### src/rtl/core/htwc_pkg.sv
// Shared types, constants and the character decoder of the hex text word checksum unit.
package htwc_pkg;

  localparam int unsigned QueueDepth = 4;

  localparam logic [7:0] CharNewline = 8'h0a;

  typedef struct packed {
    logic       cmd;
    logic [7:0] ch;
  } in_item_t;

  typedef struct packed {
    logic [31:0] sum;
    logic        status;
  } out_item_t;

  typedef struct packed {
    logic       is_end;
    logic       is_hex;
    logic       is_nl;
    logic [3:0] digit;
  } token_t;

  typedef enum logic [1:0] {
    PhStart = 2'd0,
    PhSkip  = 2'd1,
    PhWord  = 2'd2,
    PhSep   = 2'd3
  } phase_e;

  function automatic token_t classify(input in_item_t item);
    token_t tok;
    tok.is_end = item.cmd;
    tok.is_nl  = (item.ch == CharNewline);
    tok.is_hex = 1'b0;
    tok.digit  = 4'd0;
    if (item.ch inside {[8'h30:8'h39]}) begin
      tok.is_hex = 1'b1;
      tok.digit  = item.ch[3:0];
    end else if (item.ch inside {[8'h61:8'h66]}) begin
      tok.is_hex = 1'b1;
      tok.digit  = item.ch[3:0] + 4'd9;
    end
    return tok;
  endfunction

endpackage

### src/rtl/core/hex_text_word_checksum_unit.sv
// Top level of the hex text word checksum unit: front decoder, token queue and back parser.
// The unit takes one character per clock cycle while it is not full and sums every group
// of eight lowercase hex digits as a little-endian 32-bit word; a line that starts with
// anything else is skipped. An end item posts the wrapping sum and an error flag, then
// clears the sum. An end item passes through the front register, the token queue (QueueDepth
// entries) and the result register to the output; the back parser finishes one token per
// cycle, and only an end item waits there while an earlier result is not taken.
module hex_text_word_checksum_unit #(
  parameter int unsigned QueueDepth = htwc_pkg::QueueDepth
) (
  input  logic                clk_i,
  input  logic                rst_ni,
  input  logic                push,
  output logic                full,
  input  htwc_pkg::in_item_t  in_data_i,
  output logic                empty,
  input  logic                pop,
  output htwc_pkg::out_item_t out_data_o
);

  logic             front_valid, front_ready;
  htwc_pkg::token_t front_tok;
  logic             queue_valid, queue_pop;
  htwc_pkg::token_t queue_tok;

  htwc_front u_front (
    .clk_i       (clk_i),
    .rst_ni      (rst_ni),
    .push        (push),
    .full        (full),
    .in_data_i   (in_data_i),
    .tok_valid_o (front_valid),
    .tok_ready_i (front_ready),
    .tok_o       (front_tok)
  );

  htwc_fifo #(
    .Depth (QueueDepth)
  ) u_fifo (
    .clk_i   (clk_i),
    .rst_ni  (rst_ni),
    .push_i  (front_valid),
    .ready_o (front_ready),
    .data_i  (front_tok),
    .valid_o (queue_valid),
    .pop_i   (queue_pop),
    .data_o  (queue_tok)
  );

  htwc_back u_back (
    .clk_i       (clk_i),
    .rst_ni      (rst_ni),
    .tok_valid_i (queue_valid),
    .tok_pop_o   (queue_pop),
    .tok_i       (queue_tok),
    .empty       (empty),
    .pop         (pop),
    .out_data_o  (out_data_o)
  );

endmodule

### src/rtl/core/htwc_front.sv
// Front stage: accepts input items and registers their decoded token.
module htwc_front (
  input  logic               clk_i,
  input  logic               rst_ni,
  input  logic               push,
  output logic               full,
  input  htwc_pkg::in_item_t in_data_i,
  output logic               tok_valid_o,
  input  logic               tok_ready_i,
  output htwc_pkg::token_t   tok_o
);

  logic             valid_q, valid_d;
  htwc_pkg::token_t tok_q;
  logic             ready;

  assign ready       = !valid_q || tok_ready_i;
  assign full        = !ready;
  assign tok_valid_o = valid_q;
  assign tok_o       = tok_q;

  always_comb begin
    valid_d = valid_q;
    if (ready) begin
      valid_d = push;
    end
  end

  always_ff @(posedge clk_i or negedge rst_ni) begin
    if (!rst_ni) begin
      valid_q <= 1'b0;
    end else begin
      valid_q <= valid_d;
    end
  end

  always_ff @(posedge clk_i) begin
    if (ready && push) begin
      tok_q <= htwc_pkg::classify(in_data_i);
    end
  end

endmodule

### src/rtl/core/htwc_fifo.sv
// Short token queue between the front and back stages.
module htwc_fifo #(
  parameter int unsigned Depth = htwc_pkg::QueueDepth
) (
  input  logic             clk_i,
  input  logic             rst_ni,
  input  logic             push_i,
  output logic             ready_o,
  input  htwc_pkg::token_t data_i,
  output logic             valid_o,
  input  logic             pop_i,
  output htwc_pkg::token_t data_o
);

  localparam int unsigned PtrW = (Depth > 1) ? $clog2(Depth) : 1;
  localparam int unsigned CntW = $clog2(Depth + 1);

  htwc_pkg::token_t mem_q [Depth];
  logic [PtrW-1:0]  wr_ptr_q, wr_ptr_d, rd_ptr_q, rd_ptr_d;
  logic [CntW-1:0]  count_q, count_d;
  logic             do_push, do_pop;

  assign ready_o = (count_q != CntW'(Depth));
  assign valid_o = (count_q != '0);
  assign data_o  = mem_q[rd_ptr_q];
  assign do_push = push_i && ready_o;
  assign do_pop  = pop_i && valid_o;

  always_comb begin
    wr_ptr_d = wr_ptr_q;
    rd_ptr_d = rd_ptr_q;
    count_d  = count_q;
    if (do_push) begin
      wr_ptr_d = (wr_ptr_q == PtrW'(Depth - 1)) ? '0 : wr_ptr_q + 1'b1;
    end
    if (do_pop) begin
      rd_ptr_d = (rd_ptr_q == PtrW'(Depth - 1)) ? '0 : rd_ptr_q + 1'b1;
    end
    if (do_push && !do_pop) begin
      count_d = count_q + 1'b1;
    end else if (do_pop && !do_push) begin
      count_d = count_q - 1'b1;
    end
  end

  always_ff @(posedge clk_i or negedge rst_ni) begin
    if (!rst_ni) begin
      wr_ptr_q <= '0;
      rd_ptr_q <= '0;
      count_q  <= '0;
    end else begin
      wr_ptr_q <= wr_ptr_d;
      rd_ptr_q <= rd_ptr_d;
      count_q  <= count_d;
    end
  end

  always_ff @(posedge clk_i) begin
    if (do_push) begin
      mem_q[wr_ptr_q] <= data_i;
    end
  end

  assert property (@(posedge clk_i) disable iff (!rst_ni) count_q <= CntW'(Depth))
    else $error("token queue occupancy beyond its depth");

  assert property (@(posedge clk_i) disable iff (!rst_ni)
    (do_push && !do_pop) |=> (count_q == $past(count_q) + 1'b1))
    else $error("token queue count did not follow a lone write");

endmodule

### src/rtl/core/htwc_back.sv
// Back stage: parses tokens into words, keeps the running sum and holds the result.
module htwc_back (
  input  logic                clk_i,
  input  logic                rst_ni,
  input  logic                tok_valid_i,
  output logic                tok_pop_o,
  input  htwc_pkg::token_t    tok_i,
  output logic                empty,
  input  logic                pop,
  output htwc_pkg::out_item_t out_data_o
);

  htwc_pkg::phase_e    phase_q, phase_d;
  logic [2:0]          cnt_q, cnt_d;
  logic [31:0]         partial_q, partial_d;
  logic [31:0]         sum_q, sum_d;
  logic                err_q, err_d;
  logic                out_valid_q, out_valid_d;
  htwc_pkg::out_item_t out_q;
  logic                take;
  logic [31:0]         base_word, new_word;
  logic [2:0]          nib_idx;

  assign empty      = !out_valid_q;
  assign out_data_o = out_q;
  assign tok_pop_o  = tok_valid_i && (!tok_i.is_end || !out_valid_q || pop);

  always_comb begin
    nib_idx  = {cnt_q[2:1], ~cnt_q[0]};
    new_word = base_word;
    for (int i = 0; i < 8; i++) begin
      if (nib_idx == 3'(i)) begin
        new_word[i*4 +: 4] = tok_i.digit;
      end
    end
  end

  always_comb begin
    phase_d     = phase_q;
    cnt_d       = cnt_q;
    partial_d   = partial_q;
    sum_d       = sum_q;
    err_d       = err_q;
    out_valid_d = out_valid_q && !pop;
    take        = 1'b0;
    base_word   = partial_q;
    if (tok_pop_o) begin
      if (tok_i.is_end) begin
        out_valid_d = 1'b1;
        phase_d     = htwc_pkg::PhStart;
        cnt_d       = '0;
        partial_d   = '0;
        sum_d       = '0;
        err_d       = 1'b0;
      end else begin
        case (phase_q)
          htwc_pkg::PhStart: begin
            if (tok_i.is_hex) begin
              take      = 1'b1;
              base_word = '0;
            end else if (!tok_i.is_nl) begin
              phase_d = htwc_pkg::PhSkip;
            end
          end
          htwc_pkg::PhSkip: begin
            if (tok_i.is_nl) begin
              phase_d = htwc_pkg::PhStart;
            end
          end
          htwc_pkg::PhWord: begin
            if (tok_i.is_hex) begin
              take = 1'b1;
            end else begin
              err_d     = 1'b1;
              partial_d = '0;
              cnt_d     = '0;
              phase_d   = htwc_pkg::PhStart;
            end
          end
          htwc_pkg::PhSep: begin
            phase_d = htwc_pkg::PhStart;
          end
          default: begin
            phase_d = htwc_pkg::PhStart;
          end
        endcase
        if (take) begin
          if (cnt_q == 3'd7) begin
            sum_d     = sum_q + new_word;
            partial_d = '0;
            cnt_d     = '0;
            phase_d   = htwc_pkg::PhSep;
          end else begin
            partial_d = new_word;
            cnt_d     = cnt_q + 3'd1;
            phase_d   = htwc_pkg::PhWord;
          end
        end
      end
    end
  end

  always_ff @(posedge clk_i or negedge rst_ni) begin
    if (!rst_ni) begin
      phase_q     <= htwc_pkg::PhStart;
      cnt_q       <= '0;
      partial_q   <= '0;
      sum_q       <= '0;
      err_q       <= 1'b0;
      out_valid_q <= 1'b0;
    end else begin
      phase_q     <= phase_d;
      cnt_q       <= cnt_d;
      partial_q   <= partial_d;
      sum_q       <= sum_d;
      err_q       <= err_d;
      out_valid_q <= out_valid_d;
    end
  end

  always_ff @(posedge clk_i) begin
    if (tok_pop_o && tok_i.is_end) begin
      out_q.sum    <= sum_q;
      out_q.status <= err_q;
    end
  end

  assert property (@(posedge clk_i) disable iff (!rst_ni)
    (phase_q != htwc_pkg::PhWord) |-> (cnt_q == '0 && partial_q == '0))
    else $error("word assembly state left over outside a word");

  assert property (@(posedge clk_i) disable iff (!rst_ni)
    (tok_pop_o && tok_i.is_end) |=> (sum_q == '0 && !err_q && out_valid_q))
    else $error("end token did not post the result and clear the sum");

  assert property (@(posedge clk_i) disable iff (!rst_ni)
    (out_valid_q && !pop) |-> !(tok_pop_o && tok_i.is_end))
    else $error("result overwritten before its transfer");

endmodule
### config.mk
export PLATFORM = sky130hd
export DESIGN_NAME = hex_text_word_checksum_unit
export DESIGN_NICKNAME = d
export VERILOG_FILES = /design/src/rtl/core/htwc_pkg.sv /design/src/rtl/core/hex_text_word_checksum_unit.sv /design/src/rtl/core/htwc_front.sv /design/src/rtl/core/htwc_fifo.sv /design/src/rtl/core/htwc_back.sv
export SDC_FILE = /design/constraint.sdc
export NUM_CORES = 1
export LEC_CHECK = 0
export ABC_CLOCK_PERIOD_IN_PS = 4400
export BUFFER_PORTS_ARGS = -buffer_cell sky130_fd_sc_hd__clkbuf_2
export CORE_MARGIN = 2
export CORE_UTILIZATION = 42
export DETAILED_ROUTE_END_ITERATION = 6
export PLACE_DENSITY = 0.66
export REMOVE_ABC_BUFFERS = 1
export SYNTH_ARGS = -nofsm -noshare
export SYNTH_HDL_FRONTEND = slang
export SYNTH_HIERARCHICAL = 1
export SYNTH_SLANG_ARGS = --single-unit
### constraint.sdc
create_clock -name clk_i -period 4.4 [get_ports clk_i]
set_input_delay 0.88 -clock clk_i [delete_from_list [all_inputs] [get_ports clk_i]]
set_output_delay 0.88 -clock clk_i [all_outputs]
set_load 0.02 [all_outputs]
======== Yosys cells after proc, flatten, opt, wreduce, memory -nomap -nowiden ========
Memory sizes are Yosys's and may differ from the RTL's.
Index checks and enable logic that the tools add are counted.
storage, ports and cells
  flip-flop bits (word level) ............. 119
  RAM bits ................................ 28
  input port bits ......................... 13
  output and inout port bits .............. 35
  word-level logic and storage cells ...... 134
  memories ................................ 1
cells by class
  $add $sub $neg .......................... 7
  order comparisons ....................... 4
  equality and inequality tests ........... 21
  multiplexer cells ....................... 51
  bitwise gates (word level) .............. 1
  reductions and logical operators ........ 33
memories
  name          words  width  rd ports  clocked after Yosys merged registers in  wr ports  RTL line         RTL
  u_fifo.mem_q  4      7      1         0                                        1         htwc_fifo.sv:18  htwc_pkg::token_t mem_q [Depth];
operator list
  cell                 count
  $mux 32              12
  $mux 4               10
  $add 32x32->32       1
  $mux 3               7
  $mux 2               8
  $eq 3x3->1 const B   5
  $mux 1               13
  $logic_and 1x1->1    10
  $reduce_and 3->1     3
  $eq 2x2->1 const B   4
  $eq 8x4->1 const B   1
  $ge 8x6->1 const B   1
  $ge 8x7->1 const B   1
  $le 8x6->1 const B   1
  $le 8x7->1 const B   1
  $ne 4x2->1 const B   2
  $pmux 2 s4           1
  $reduce_bool 2->1    4
  $logic_not 1->1      7
  $add 3x1->3 const B  2
  $eq 3x2->1 const B   2
  $reduce_bool 3->1    2
  $reduce_and 5->1     1
  $add 2x1->2 const B  2
  other kinds (14)     16

======== Depth between registers and ports, before layout ========
Gate-level depths: netlist of run 1.
An unclocked memory read counts as a cell.
  depth in word-level cells ............... 11
  depth in mapped cells ................... 19
  gate-level depth less buffers ........... 16

======== By module ========
The synthesis of run 1 kept the hierarchy.
by module, submodules not included
  module      instances  cells each  area each (um^2)  sequential area each (um^2)
  htwc_back   1          653         6,029.5           2,767.7
  htwc_fifo   1          73          1,451.4           1,016.0
  htwc_front  1          40          479.2             235.2

======== Worst setup path after synthesis of run 1 ========
OpenSTA, ideal clock, no wires.
  path type ............................... register to register
  start ................................... reg u_fifo.rd_ptr_q[0]
  end ..................................... reg u_back.sum_q[28]
  setup time .............................. 0.130 ns
  arrival time ............................ 4.496 ns
  data required time ...................... 4.270 ns
  path slack .............................. -0.226 ns
  cell stages (with the launch flop) ...... 20
  buffers on the path ..................... 3
  period minus slack after synthesis ...... 4.626 ns
  cells stage by stage .................... dfrtp_1 -> buf_2 -> mux4_2 -> clkbuf_1 -> nor2_2 -> nand2_1 -> nor3_2 -> clkbuf_1 -> o21ai_0 -> ha_1 -> fa_1 -> nand3_1 -> nand2_2 -> a221o_2 -> o41ai_4 -> nor4_1 -> o31a_1 -> or3_1 -> xnor2_1 -> o21ai_1
RTL lines
  element                 RTL line          RTL
  start, declared         htwc_fifo.sv:19   logic [PtrW-1:0] wr_ptr_q, wr_ptr_d, rd_ptr_q, rd_ptr_d;
  start signal, assigned  htwc_fifo.sv:53   rd_ptr_q <= rd_ptr_d;
  end signal, assigned    htwc_back.sv:115  sum_q <= sum_d;
  end, declared           htwc_back.sv:16   logic [31:0] sum_q, sum_d;

==> results.md, run 1 <==
* Largest stage delay on the critical path at 0.60 ns
* RSZ-0062 raised after global routing: true
* Final Critical Period at 4.22 ns
* Average wire per standard cell at 16.0 um
* Yosys cell types at 70
* Routability Congestion at 0.893
* First-pass GRT wire length at 27,900 um
* Layout Nets at 915
* Flop and latch count out of synthesis at 147
* Core area at 18,600 um^2
* Vias per cell at 5.35
* Slew @ Worst Pin at 1.06 ns
* Slew margin rel. at 29.4%
* Synth top area cells: edfxtp_1 26%, dfrtp_1 25%, ha_1 8.6%
* Worst Setup SP: u_fifo/rd_ptr_q[0]
* Post-synth top area cell: edfxtp_1
* Number of cells on the worst reg-to-reg path at 16
* Slowest CP cell: mux4_2
* Fin Setup TNS at 0 ns
* Tightest Hold Check Type: reg -> reg
* Post-route core utilization at 50.6%
* ANT cells at 0
* Final Routed Wirelength at 17,400 um
* Finished Layout Cells at 1,092
* Largest delay share family, worst path: compound AO/OA/AOI/OAI gates
* Pin count of the biggest net entering global routing at 80
* Ys Warns at 6
* Sequential element share of the synthesized area at 50.5%
* Clk buf depth at 2
* Initial Utilization at 42.7%
* Terminus of the critical flop-to-flop path: u_back/sum_q[28]
* Area growth, synth to finish at 18.5%
* Final slew viol count at 0
* Cells after Synth at 766
* GRT overflow at 0
* DR pass1 iterations at 5
* Final Hold Violating Endpoints at 0
* Worst skew pair latency at 0.43 ns
* Finish-stage setup viols at 0
* Tcrit/Tclk final at 95.8%
* Final Cell Area at 9430 um^2
* Layout cells sized above 1 at 21.3%
* Fmax at 237 MHz
* I/O Buffers at 47
* Startpoint types: register
* Vias in the first global route at 5,423
* Max Cap Viol at 0
* Overall die width at 142 um
* Worst setup path class: reg -> reg
* Number of synthesized flops with an enable pin at 68
* Placed insts at 1,044
* Vias at 5,845
* Synth top area share at 25.7%
* Peak supply drop at 412 uV
* DP HPWL at 11,700 um
* Die Ht at 142 um
* Crit path buf inv count at 0
* H-tree levels at 4
* Main flop type after synthesis: dfrtp_1
* End of the critical path: u_back/sum_q[28]
* Worst-path clk slew at 0.06 ns
* Crit end category: register
* CP max FO at 5
* Critical path arrival at 4.52 ns
* Initial antenna violation count at 0
* DRT iter0 DRCs at 473
* Pwr dens at 600 nW/um^2
* # DRC at 0
* Post-synthesis instance area at 7960 um^2
* Rows at 50
* CTS tree: done
* All-Layer GR Usage at 17.8%
* Die Footprint at 20,100 um^2
* Worst EP required at 4.70 ns
* Mean Syn Cell Area at 10.4 um^2
* Worst R2R Setup Slack at 0.18 ns
* Run status: finished clean
* Fraction of registers with async set or reset after synthesis at 53.7%
* Lkg Pwr at 4.27 nW
* Worst r2r src: u_fifo/rd_ptr_q[0]
* Critical Path, Cell by Cell: mux4_2 -> nor2_4 -> nand2_4 -> nor3_4 -> o21ai_2 -> ha_4 -> fa_2 -> nand3_2 -> nand2_2 -> a221o_2 -> o41ai_4 -> nor4_2 -> o31a_1 -> or3_1 -> xnor2_1 -> o21ai_1
* Io pins at 48
* Clk sinks at 147
* CP Depth at 16
* Fin Hold WS at 0.476 ns
* Routed Antenna Nets at 0
* CTS root buf: clkbuf_16
* Placed cell areas at 8580 um^2
* Worst Clk Skew at 0.0104 ns
* TritonCTS Buffers at 17
## cells by family after synthesis
group	count (synthesis)	share of synthesized area, %
compound gates	171	14.0
xor+xnor	27	2.97
fa+ha+maj	57	9.15
mux	16	3.29
flops	147	50.5
buf+inv	49	2.33
simple gates	299	17.7
## cells in the mapped netlist, drive strengths merged (7+ instances only)
master / number
buf: 7
dfrtp: 79
o211ai: 8
nor2: 34
inv: 21
mux4: 7
nand2b: 30
ha: 55
xnor2: 16
o21ai: 77
xor2: 11
nand2: 164
a21o: 18
clkbuf: 21
and3: 11
a21oi: 27
nand3: 18
and2: 9
edfxtp: 68
## final cells by class
class                      count  area, um^2
sequential                   147        4020
multi-input combinational    570        3910
clock inverter                15         156
fill                        1677        9210
clock buffer                  17         425
tap                          234         293
inverter                      21        78.8
timing repair buffer          88         554
## report_power, final
part           internal [mW]  switching [mW]  total [mW]
logic                  0.819            1.43        2.25
registers               1.85           0.139        1.98
clock network          0.837           0.588        1.42
total                   3.50            2.16        5.66
## repair_timing
item | 4_1_cts | 5_1_grt
endpoints found under the setup margin | 0 | 14
hold endpoints to repair | 0 | 0
hold buffers | 0 | 0
resized for setup | 0 | 49
setup buffers | 0 | 15
## tightest hold or removal path, stage by stage, from the launching register on
cell	delay, ns
dfrtp_1	0.34
nand2_1	0.05
nand2_1	0.06
## placed cells by master (no fill, tap or decap), types with 16 or more instances in the layout
cell type  instances
inv_1             20
ha_1              48
nor2_1            32
a21o_1            18
clkbuf_16         17
buf_4             38
nand3_1           17
o21ai_0           52
nand2b_1          30
dfrtp_1           79
xnor2_1           16
a21oi_1           21
o21ai_1           19
edfxtp_1          68
nand2_1          160
clkbuf_2          46
## layer usage
metal / part of all wire (%) / vias to the layer above / track usage [%]
li1: - / 2890 / -
met1: 45 / 2833 / 23.4
met3: 3.1 / 17 / 3.44
met2: 50 / 105 / 29.4
met4: 1.5 / 0 / 6.68
met5: 0 / - / 0
## state kept, by name (all words and copies together), names as in the netlist
register and cells:
u_front/tok_o 7, u_fifo/mem_q 28, u_back/partial_q 32, u_fifo/wr_ptr_q 2
u_back/phase_q 2, u_back/out_data_o 33, u_fifo/count_q 3, u_back/out_valid_q 1
u_back/err_q 1, u_back/sum_q 32, u_front/tok_valid_o 1, u_back/cnt_q 3
u_fifo/rd_ptr_q 2
## worst min path at each step
stage / from / endpoint / slack [ns] / cells after the start
after floorplan: u_back/err_q / u_back/out_data_o[0] / 0.43 / 0
final: u_back/partial_q[18] / u_back/partial_q[18] / 0.48 / 2
after global routing: u_back/partial_q[2] / u_back/partial_q[2] / 0.49 / 2
after global placement: u_back/partial_q[15] / u_back/partial_q[15] / 0.46 / 2
after detailed placement: u_back/partial_q[29] / u_back/partial_q[29] / 0.46 / 2
after CTS: u_back/partial_q[14] / u_back/partial_q[14] / 0.48 / 2
## through the flow
step | setup slack (ns) | power [mW]
after detailed placement | 0.0624 | 4.09
final | 0.184 | 5.66
after global placement | 0.152 | 4.05
after global routing | -0.0665 | 6.00
after CTS | 0.0299 | 5.52
after floorplan | -0.453 | 3.31
Note: power is estimated with default switching activity, not from simulation.
==> inputs of run 2 (changes only) <==
--- a/config.mk
+++ b/config.mk
@@ -8,5 +8,5 @@
 export ABC_CLOCK_PERIOD_IN_PS = 4400
 export BUFFER_PORTS_ARGS = -buffer_cell sky130_fd_sc_hd__clkbuf_2
-export CORE_MARGIN = 2
+export CORE_MARGIN = 8
 export CORE_UTILIZATION = 42
 export DETAILED_ROUTE_END_ITERATION = 6
==> constraint.sdc (replaced) <==
create_clock -name clk_i -period 4.4 [get_ports clk_i]
set_input_delay 0.44 -clock clk_i [delete_from_list [all_inputs] [get_ports clk_i]]
set_output_delay 0.44 -clock clk_i [all_outputs]
set_load 0.02 [all_outputs]
==> run 2 against run 1 <==
Net effect: worst hold slack worse by 0.28 ns; non-clock buffer count is 11 lower; via count is 1.8% lower; clock-buffer cell count is 1 higher; sequential share of layout area rose by 1.0 points; critical path type unchanged; largest cell class unchanged; highest routed layer unchanged.
==> results.md, run 2 (synthesized netlist as in run 1, its figures left out) <==
* Final worst slack at 0.162 ns (-0.0219 ns)
* Multi-input logic area at 3820 um^2 (-2.3%)
* Max Cap Viol at 0 (unchanged)
* Commonest non-fill, non-tap cell in the layout: nand2_1
* Rows at 50 (unchanged)
* Max reg flops at 33 (unchanged)
* Die Ht at 154 um (+8.5%)
* First-pass GRT wire length at 28,700 um (+2.9%)
* Vias in the first global route at 5,733 (+5.7%)
* Most frequent cells in the layout: 160 x nand2_1, 79 x dfrtp_1, 68 x edfxtp_1
* Critical path arrival at 4.54 ns (+0.02 ns)
* All-Layer GR Usage at 15.2% (-2.7 points)
* Startpoint types: register
* Peak supply drop at 349 uV (-15%)
* TritonCTS Buffers at 17 (unchanged)
* DR pass1 iterations at 6 (+1)
* Worst-path clk slew at 0.06 ns (about the same)
* Slew margin rel. at 28.0% (-1.5 points)
* Io pins at 48 (unchanged)
* Final Critical Period at 4.24 ns (+0.0219 ns)
* Tightest Hold Check Type: in -> reg
* CTS root buf: clkbuf_16
* Average wire per standard cell at 16.0 um (+0.42%)
* Pre-CTS worst setup slack at 0.0667 ns (+0.00428 ns)
* CTS tree: done
* I/O Buffers at 47 (unchanged)
* Tcrit/Tclk final at 96.3% (+0.50 points)
* Critical Path, Cell by Cell: mux4_2 -> nand3b_1 -> nand2_2 -> nor3_4 -> o21ai_1 -> ha_2 -> fa_1 -> nand3_1 -> nand2_2 -> a221o_2 -> o41ai_4 -> nor4_2 -> o31a_1 -> or3_1 -> xnor2_1 -> o21ai_1
* Lkg Pwr at 4.18 nW (-2.0%)
* Routed Antenna Nets at 0 (unchanged)
* Final Hold Violating Endpoints at 0 (unchanged)
* GRT overflow at 0 (unchanged)
* H-tree levels at 4 (unchanged)
* Largest delay share family, worst path: compound AO/OA/AOI/OAI gates
* RSZ-0062 raised after global routing: false
* Final slew viol count at 0 (unchanged)
* Clk sinks at 147 (unchanged)
* Crit path buf inv count at 0 (unchanged)
* Placed cell areas at 8580 um^2 (unchanged)
* Initial antenna violation count at 0 (unchanged)
* Crit end category: register
* Layout cells sized above 1 at 18.4% (-2.9 points)
* Worst Clk Skew at 0.0127 ns (+0.00234 ns)
* DRT iter0 DRCs at 355 (-25%)
* Clk buf depth at 2 (unchanged)
* Final Routed Wirelength at 17,300 um (-0.59%)
* Initial Utilization at 42.7% (unchanged)
* Run status: finished clean
* Seq. cell area at 4020 um^2 (unchanged)
* Fmax at 236 MHz (-0.52%)
* # DRC at 0 (unchanged)
* Fin Hold WS at 0.198 ns (-0.278 ns)
* Slowest CP cell: mux4_2
* Worst skew pair latency at 0.43 ns (about the same)
* Slew @ Worst Pin at 1.08 ns (+0.0178 ns)
* DP HPWL at 12,200 um (+4.1%)
* Overall die width at 154 um (+8.5%)
* Largest stage delay on the critical path at 0.58 ns (-0.02 ns)
* Fillers at 1,687 (+0.60%)
* Pwr dens at 587 nW/um^2 (-2.2%)
* ANT cells at 0 (unchanged)
* Final Cell Area at 9210 um^2 (-2.3%)
* Worst EP required at 4.70 ns (about the same)
* Vias per cell at 5.31 (-0.76%)
* Pin count of the biggest net entering global routing at 56 (-30%)
* Die Footprint at 23,600 um^2 (+18%)
* Area growth, synth to finish at 15.7%
* Routability Congestion at 0.879 (-1.6%)
* Core area at 18,600 um^2 (unchanged)
* Vias at 5,742 (-1.8%)
* Layout Nets at 904 (-1.2%)
* CP max FO at 5 (unchanged)
* Finish-stage setup viols at 0 (unchanged)
* Worst setup path class: reg -> reg
* Pwr Total at 5.41 mW (-4.5%)
[run 2: worst paths after layout]
| check | startpoint | endpoint | slack, ns | cells after the start |
|---|---|---|---|---|
| worst max-delay path | u_fifo/rd_ptr_q[0] | u_back/sum_q[28] | 0.16 | 16 |
| worst min-delay path | in_data_i[8] | u_front/tok_o[6] | 0.20 | 1 |
| worst max register to register | u_fifo/rd_ptr_q[0] | u_back/sum_q[28] | 0.16 | 16 |
| worst min register to register | u_back/partial_q[0] | u_back/partial_q[0] | 0.48 | 2 |
| max in group asynchronous | rst_ni | u_back/sum_q[24] | 2.89 | 3 |
| min in group asynchronous | rst_ni | u_back/sum_q[8] | 0.47 | 2 |
[run 2: repair_timing]
action / in CTS / in global routing
gates resized for setup: 0 / 21
setup buffers: 0 / 4
setup endpoints to repair: 0 / 9
endpoints found under the hold margin: 24 / 0
hold buffers: 1 / 0
[run 2: power by group]
| part | internal (mW) | leakage [nW] | switching (mW) |
|---|---|---|---|
| Sequential | 1.85 | 1.74 | 0.142 |
| Combinational | 0.737 | 2.19 | 1.37 |
| Clock | 0.724 | 0.251 | 0.584 |
| Total | 3.31 | 4.18 | 2.10 |
[run 2: area by class of cell]
type / instances / share of cell area [%]
Tap cell: 234 / 3.18
Clock buffer: 18 / 4.66
Timing Repair Buffer: 77 / 5.09
Clock inverter: 14 / 1.18
Multi-Input combinational cell: 570 / 41.4
Sequential cell: 147 / 43.6
Inverter: 21 / 0.856
[run 2: stage by stage]
step                      util [%]  setup TNS [ns]  instances
after detailed placement      46.0               0       1044
after CTS                     49.0               0       1077
after floorplan                  -           -1.87        738
after global placement        46.0               0       1044
after global routing          49.4               0       1081
final                         49.4               0       1081
[run 2: worst reg2reg max path, delay by kind of cell, from the launching register on]
family / cells / cell delay [ns]
xor gates and xnor gates: 1 / 0.17
and+or+nand+nor: 7 / 1.09
adders and majority gates: 2 / 0.62
DFF: 1 / 0.37
AOI/OAI and AO/OA: 5 / 1.28
muxes: 1 / 0.58
[run 2: routing by layer]
| metal | part of all wire [%] | vias up | global-route usage [%] |
|---|---|---|---|
| met5 | 0 | - | 0 |
| li1 | - | 2874 | - |
| met2 | 49 | 94 | 25.9 |
| met1 | 46 | 2761 | 18.5 |
| met3 | 3.3 | 13 | 3.64 |
| met4 | 1.3 | 0 | 5.04 |
